<file path="config.mk">
export PLATFORM = sky130hd
export DESIGN_NAME = rmsxt_ctrl
export DESIGN_NICKNAME = d
export VERILOG_FILES = /design/src/rtl/rmsxt_pkg.sv /design/src/rtl/rmsxt_ctrl.sv
export SDC_FILE = /design/constraint.sdc
export NUM_CORES = 1
export LEC_CHECK = 0
export BUFFER_PORTS_ARGS = -buffer_cell sky130_fd_sc_hd__buf_2
export CAP_MARGIN = 20
export CORE_MARGIN = 2
export CORE_UTILIZATION = 57
export CTS_CLUSTER_DIAMETER = 120
export CTS_CLUSTER_SIZE = 16
export DETAILED_ROUTE_END_ITERATION = 8
export GPL_TIMING_DRIVEN = 0
export PLACE_DENSITY = 0.88
export RECOVER_POWER = 25
export SYNTH_ARGS = -nofsm -noshare
export SYNTH_HDL_FRONTEND = slang
export SYNTH_SLANG_ARGS = --single-unit
</file>
<file path="constraint.sdc">
create_clock -name clk -period 6.2 [get_ports clk]
set_clock_uncertainty 0.2 [all_clocks]
set_input_delay 0.62 -clock clk [delete_from_list [all_inputs] [get_ports clk]]
set_output_delay 0.62 -clock clk [all_outputs]
set_load 0.01 [all_outputs]
</file>
<file path="src/rtl/rmsxt_pkg.sv">
// Shared constants, payload types and controller state type for the xor trie block.
`default_nettype none

package rmsxt_pkg;

  localparam int VALUE_BITS = 31;
  localparam int NODE_COUNT = 65536;

  localparam int NODE_W = $clog2(NODE_COUNT);
  localparam int FREE_W = NODE_W + 1;
  localparam int LVL_W  = (VALUE_BITS > 1) ? $clog2(VALUE_BITS) : 1;
  localparam int LINK_W = 2 * NODE_W;

  // An insert needs up to VALUE_BITS fresh nodes; above this fill level it is skipped.
  localparam logic [FREE_W-1:0] FREE_LIMIT = FREE_W'(NODE_COUNT - VALUE_BITS);
  localparam logic [FREE_W-1:0] FREE_FULL  = FREE_W'(NODE_COUNT);
  localparam logic [LVL_W-1:0]  LVL_TOP    = LVL_W'(VALUE_BITS - 1);

  typedef struct packed {
    logic [VALUE_BITS-1:0] value;
    logic                  restart;
  } in_item_t;

  typedef struct packed {
    logic [VALUE_BITS-1:0] best;
    logic                  overflow;
  } out_item_t;

  // One node word holds both child links: link 1 in the upper half, link 0 in the lower.
  typedef struct packed {
    logic              we;
    logic [NODE_W-1:0] waddr;
    logic [LINK_W-1:0] wdata;
    logic [NODE_W-1:0] raddr;
  } mem_req_t;

  typedef enum logic [2:0] {
    ST_IDLE,
    ST_CLEAR,
    ST_INS_START,
    ST_INS_WALK,
    ST_INS_ALLOC,
    ST_QRY_START,
    ST_QRY_WALK,
    ST_DONE
  } state_t;

endpackage

`default_nettype wire

</file>
<file path="src/rtl/rmsxt_ctrl.sv">
// Trie walk sequencer: restart, maximum-xor query and prefix insert over the node memory.
`default_nettype none

module rmsxt_ctrl import rmsxt_pkg::*; (
  input  logic              clk,
  input  logic              rst,
  input  logic              start,
  input  in_item_t          item,
  input  logic              slot_free,
  input  logic [LINK_W-1:0] rd_word,
  output mem_req_t          mem_req,
  output logic              idle,
  output logic              fin,
  output out_item_t         result
);

  state_t                  state, state_next;
  logic [VALUE_BITS-1:0]   rx;
  logic [VALUE_BITS-1:0]   best;
  logic                    ovf;
  logic                    primed;
  logic                    seed;
  logic [FREE_W-1:0]       next_free;
  logic [NODE_W-1:0]       cur;
  logic [LVL_W-1:0]        lvl;
  logic [VALUE_BITS-1:0]   qres;

  logic [VALUE_BITS-1:0]   ins_key;
  logic [LVL_W-1:0]        lvl_dn;
  logic                    kbit;
  logic                    qbit;
  logic [NODE_W-1:0]       link_lo;
  logic [NODE_W-1:0]       link_hi;
  logic [NODE_W-1:0]       link_b;
  logic [NODE_W-1:0]       q_opp;
  logic [NODE_W-1:0]       q_next;
  logic [VALUE_BITS-1:0]   qres_next;
  logic [NODE_W-1:0]       new_node;
  logic                    pool_short;
  state_t                  after_ins;

  // While seed is set, the insert is the empty prefix that a restart stores.
  assign ins_key    = seed ? '0 : rx;
  assign lvl_dn     = lvl - LVL_W'(1);
  assign kbit       = ins_key[lvl];
  assign qbit       = rx[lvl];
  assign link_lo    = rd_word[NODE_W-1:0];
  assign link_hi    = rd_word[LINK_W-1:NODE_W];
  assign link_b     = kbit ? link_hi : link_lo;
  assign q_opp      = qbit ? link_lo : link_hi;
  assign new_node   = next_free[NODE_W-1:0];
  assign pool_short = (next_free > FREE_LIMIT);
  assign after_ins  = seed ? ST_QRY_START : ST_DONE;

  always_comb begin
    qres_next      = qres;
    qres_next[lvl] = (q_opp != '0);
    q_next         = (q_opp != '0) ? q_opp : (qbit ? link_hi : link_lo);
  end

  always_ff @(posedge clk) begin
    if (rst) begin
      state     <= ST_IDLE;
      rx        <= '0;
      best      <= '0;
      ovf       <= 1'b0;
      primed    <= 1'b0;
      seed      <= 1'b0;
      next_free <= '0;
    end else begin
      state <= state_next;
      case (state)
        ST_IDLE: begin
          if (start) begin
            if (item.restart || !primed) begin
              rx        <= item.value;
              best      <= '0;
              next_free <= FREE_W'(1);
              seed      <= 1'b1;
              primed    <= 1'b1;
            end else begin
              rx <= rx ^ item.value;
            end
          end
        end
        ST_INS_START: begin
          if (pool_short) begin
            ovf <= 1'b1;
          end
        end
        ST_INS_WALK: begin
          if (link_b == '0) begin
            next_free <= next_free + FREE_W'(1);
          end
        end
        ST_INS_ALLOC: begin
          if (lvl != '0) begin
            next_free <= next_free + FREE_W'(1);
          end
        end
        ST_QRY_START: begin
          seed <= 1'b0;
        end
        ST_QRY_WALK: begin
          if (lvl == '0 && qres_next > best) begin
            best <= qres_next;
          end
        end
        default: begin
        end
      endcase
    end
  end

  // Walk registers carry no reset; every walk loads them before use.
  always_ff @(posedge clk) begin
    case (state)
      ST_INS_START: begin
        lvl <= LVL_TOP;
        cur <= '0;
      end
      ST_INS_WALK: begin
        if (link_b != '0) begin
          cur <= link_b;
          lvl <= lvl_dn;
        end else begin
          cur <= new_node;
        end
      end
      ST_INS_ALLOC: begin
        if (lvl != '0) begin
          cur <= new_node;
          lvl <= lvl_dn;
        end
      end
      ST_QRY_START: begin
        lvl  <= LVL_TOP;
        qres <= '0;
      end
      ST_QRY_WALK: begin
        qres <= qres_next;
        lvl  <= lvl_dn;
      end
      default: begin
      end
    endcase
  end

  always_comb begin
    state_next = state;
    mem_req    = '0;
    fin        = 1'b0;
    case (state)
      ST_IDLE: begin
        if (start) begin
          state_next = (item.restart || !primed) ? ST_CLEAR : ST_QRY_START;
        end
      end
      ST_CLEAR: begin
        mem_req.we    = 1'b1;
        mem_req.waddr = '0;
        mem_req.wdata = '0;
        state_next    = ST_INS_START;
      end
      ST_INS_START: begin
        mem_req.raddr = '0;
        state_next    = pool_short ? after_ins : ST_INS_WALK;
      end
      ST_INS_WALK: begin
        if (link_b != '0) begin
          mem_req.raddr = link_b;
          if (lvl == '0) begin
            state_next = after_ins;
          end
        end else begin
          // The first missing link: hang the new branch here, keep the sibling link.
          mem_req.we    = 1'b1;
          mem_req.waddr = cur;
          mem_req.wdata = kbit ? {new_node, link_lo} : {link_hi, new_node};
          state_next    = ST_INS_ALLOC;
        end
      end
      ST_INS_ALLOC: begin
        // Below the branch point every node is fresh; each write also empties the other link.
        mem_req.we    = 1'b1;
        mem_req.waddr = cur;
        if (lvl == '0) begin
          mem_req.wdata = '0;
          state_next    = after_ins;
        end else if (ins_key[lvl_dn]) begin
          mem_req.wdata = {new_node, {NODE_W{1'b0}}};
        end else begin
          mem_req.wdata = {{NODE_W{1'b0}}, new_node};
        end
      end
      ST_QRY_START: begin
        mem_req.raddr = '0;
        state_next    = ST_QRY_WALK;
      end
      ST_QRY_WALK: begin
        mem_req.raddr = q_next;
        if (lvl == '0) begin
          state_next = ST_INS_START;
        end
      end
      ST_DONE: begin
        fin = slot_free;
        if (slot_free) begin
          state_next = ST_IDLE;
        end
      end
      default: begin
        state_next = ST_IDLE;
      end
    endcase
  end

  assign idle            = (state == ST_IDLE);
  assign result.best     = best;
  assign result.overflow = ovf;

  a_pool_bound: assert property (@(posedge clk) disable iff (rst)
    next_free <= FREE_FULL)
    else $error("node pool count ran past the pool size");

  a_write_states: assert property (@(posedge clk) disable iff (rst)
    mem_req.we |-> (state == ST_CLEAR || state == ST_INS_WALK || state == ST_INS_ALLOC))
    else $error("node memory written outside a clear or insert step");

  a_alloc_not_root: assert property (@(posedge clk) disable iff (rst)
    state == ST_INS_ALLOC |-> cur != '0)
    else $error("root node handed out as a fresh node");

  a_ovf_sticky: assert property (@(posedge clk) disable iff (rst)
    ovf |=> ovf)
    else $error("overflow flag cleared without reset");

  a_fin_to_idle: assert property (@(posedge clk) disable iff (rst)
    fin |=> state == ST_IDLE)
    else $error("result handed over but sequencer not idle");

endmodule

`default_nettype wire

</file>
==> metrics.md <==
| Metric | Value |
|---|---|
| FF+latch count, synth | 137 |
| Most frequent cells in the layout | 145 x buf_2, 92 x nor2_1, 88 x nand2_1 |
| Initial antenna violation count | 1 |
| Worst R2R Path Depth | 18 |
| Share of cells above drive strength 1 | 0.1793 |
| Via density | 6.514 |
| Post-Syn Area | 8837 um2 |
| Utilization after layout | 0.6885 |
| CTS root buffer | clkbuf_16 |
| Portion of netlist area occupied by mux cells | 0.1059 |
| Setup violations, final | 0 |
| Crit path launch type | register |
| Site row count | 45 |
| Starting Density | 0.5813 |
| Min-Delay Endpoint | rx[3] |
| Syn_nets | 1106 |
| CP Max Fanout | 10 |
| CTS resizes | 0 |
| Min-Delay Startpoint | item[4] |
| Global-route wire length before repair | 42770 um |
| Vias | 9041 |
| DP HPWL | 20190 um |
| Grt ovf | 0 |
| Most common flop cell mapped by yosys | dfxtp_1 |
| Post-DRT Antenna Nets | 0 |
| Hold Crit Class | in -> reg |
| Routed WL per cell | 20.09 um |
| R2R Path End | best[1] |
| Setup TNS | 0 ns |
| Combinational Power Share | 0.456 |
| Placer Congestion | 0.9667 |
| Die area | 16520 um2 |
| Max_slew headroom | 0.3935 |
| Switching share of power | 0.4118 |
| Final Hold Viols | 0 |
| Simple-Gate Fraction of Synth Area | 0.1717 |
| Seq pwr share | 0.300 |
| Starting DRC count in detailed routing | 1139 |
| Switching power total | 1.772 mW |
| Commonest non-fill, non-tap cell in the layout | buf_2 |
| Unrepaired setup endpoints after global routing | false |
| Clock power share | 0.245 |
| Period utilisation layout | 0.8744 |
| Status | finished, final reports clean |
| Post-Synthesis Cells | 1000 |
| Synth unique cells | 71 |
| Core area | 15200 um2 |
| Final Power | 4.302 mW |
| Pwr Density | 411.0 nW/um2 |
| Later-pin clock latency in the skew report | 0.44 ns |
| Total CTS buffers | 17 |
| Setup CP Type | reg -> reg |
| Synth Area per Inst | 8.837 um2 |
| Critical path required time | 6.29 ns |
| Combinational family with the most area after synthesis | compound AO/OA/AOI/OAI gates |
| LEAKAGE | 4.294 nW |
| Max Buffers Root-to-Sink | 2 |
| Cts hold-fix bufs | 0 |
| Max-Cap Viols | 0 |
| # fillers | 1181 |
| Num ports | 167 |
| Ys async rst share | 0 |
| Synth Area in XOR/XNOR | 0.004955 |
| Final critical-path required period | 5.421 ns |
| R2R Setup Slk | 0.78 ns |
| Routed wire length | 27880 um |
| Die H | 128.5 um |
| Placed Instances | 1355 |
| Largest net degree at the start of global routing | 17 |
| Compound-Gate Fraction of Synth Area | 0.2207 |
| Int Power | 2.530 mW |
| Area growth syn-to-layout | 18.43% |
| Final net count | 1292 |
| Max IR drop VDD | 0.2751 mV |
| Reg-to-Reg Start | lvl[0] |
| Fin cells | 1388 |
| Pins over their slew limit | 0 |
| GRT Total Usage | 0.3331 |
| Detailed Routing Iterations Pass 1 | 6 |
| Post-synth EDFFs | 52 |
| H-tree depth | 4 |
| Adder-Cell Fraction of Synth Area | 0.05380 |
| TritonCTS clock tree | yes |
| Crit end category | register |
| Worst EP arrival | 5.51 ns |
| Chip width | 128.5 um |
| Slew @ Worst Pin | 0.9097 ns |
| Clock slew at reported path FFs | 0.06 ns |
| # clock sinks | 137 |
| Worst hold path cell count | 3 |
| Drt drc | 0 |
| Setup Buffers After CTS | 0 |
| Post-synthesis sequential area ratio | 0.3692 |
| Number of I/O port buffers | 166 |
| Max Fclk | 184.5 MHz |
| Synth warn | 0 |
| Number of global-route vias before repair | 8444 |
cell type report:
type / count / area (um2) / area share
clock buffer: 18 / 429.2 / 0.04100
clock inverter: 14 / 168.9 / 0.01614
inverter: 83 / 311.5 / 0.02977
timing repair buffer: 167 / 793.3 / 0.07579
buffer: 71 / 339.1 / 0.03240
sequential: 137 / 3263 / 0.3118
antenna: 1 / 2.502 / 0.0002391
multi-input combinational: 709 / 4923 / 0.4704
tap: 188 / 235.2 / 0.02247
synthesized netlist by cell type (3+ instances only):
library cell  number  area (um2)
mux2i_1           53       530.5
or2_2              3       18.77
nor2b_1           22       137.6
or4_1             10       75.07
o31a_1             4       35.03
and4_1             4       35.03
nand2b_1           5       31.28
a21oi_1           62       310.3
nand2_1           88       330.3
o22ai_1           53       331.6
clkbuf_1          46       172.7
a22o_1            40       350.3
ha_1              38       475.5
o21ai_0           42       210.2
o21ai_1            5       25.02
nor3b_1            6       45.04
o32ai_1            7       61.31
buf_6              5       56.30
edfxtp_1          52        1562
inv_1             83       311.6
xnor2_1            4       35.03
nand4_1           10       62.56
a21o_1             6       45.04
and2_1             4       25.02
mux4_1             6       157.7
buf_2             12       60.06
and3_1             7       43.79
dfxtp_1           85        1702
o211ai_1          34       255.2
nand3_1           13       65.06
o31ai_1           13       97.59
nor4_2             4       50.05
nor4_1             5       31.28
nor3_1            14       70.07
mux4_2            10       225.2
or3_1              8       50.05
nor2_1            92       345.3
buf_1              4       15.01
worst max-delay path: stages, from the launching register on:
cell	delay, ns
edfxtp_1	0.40
buf_6	0.20
mux4_1	0.57
mux2i_1	0.22
a22oi_1	0.15
nand3_1	0.17
mux2_2	0.40
buf_2	0.20
mux2i_1	0.32
inv_1	0.09
ha_1	0.30
and3_1	0.17
nand3_1	0.14
nor3_1	0.30
o21ai_0	0.16
a221oi_1	0.39
o22a_1	0.31
clkbuf_1	0.41
o22ai_1	0.17
metal layers:
metal  vias to the layer above  part of all wire  global-route usage
li1                       4089                 -                   -
met1                      4190              0.39              0.4028
met2                       631              0.46              0.5401
met3                       131              0.10             0.08690
met4                         0             0.054              0.1937
met5                         -                 0                   0
power by group through the flow:
stage / sequential (mW) / clock [mW] / combinational, mW
after global placement: 1.29 / 0 / 1.85
after detailed placement: 1.30 / 0 / 1.91
after floorplan: 1.25 / 0 / 1.43
after CTS: 1.28 / 1.05 / 1.92
after global routing: 1.31 / 1.09 / 2.12
final: 1.29 / 1.05 / 1.96
cells by family after synthesis:
| group | after synthesis |
|---|---|
| xor+xnor | 5 |
| mux | 71 |
| flops | 137 |
| buf+inv | 154 |
| fa+ha+maj | 38 |
| compound gates | 291 |
| simple gates | 304 |
registers in the layout (all words and copies together) (netlist names):
name / count
best: 31
qres: 31
rx: 31
next_free: 17
cur: 16
lvl: 5
state: 3
ovf: 1
primed: 1
seed: 1
how the worst max path moves through the flow:
| stage | start | end | slack [ns] | cells after the start |
|---|---|---|---|---|
| 3_3_place_gp | lvl[0] | best[27] | 1.00 | 18 |
| 3_5_place_dp | lvl[0] | best[3] | 0.96 | 18 |
| 2_1_floorplan | lvl[0] | best[10] | 1.72 | 18 |
| 4_1_cts | lvl[0] | best[1] | 0.87 | 18 |
| 6_report | lvl[0] | best[1] | 0.78 | 18 |
| 5_1_grt | lvl[0] | best[2] | 0.47 | 18 |
through the flow:
stage	setup WS, ns	instance area [um2]	hold WS, ns
detailed placement	0.9554	9918	0.2596
global route	0.4709	10470	0.2641
global placement	1.001	9903	0.2517
finish	0.7787	10470	0.2655
floorplan	1.715	8837	0.2417
CTS	0.8747	10520	0.2635
Power figures use the tool's default switching activity.
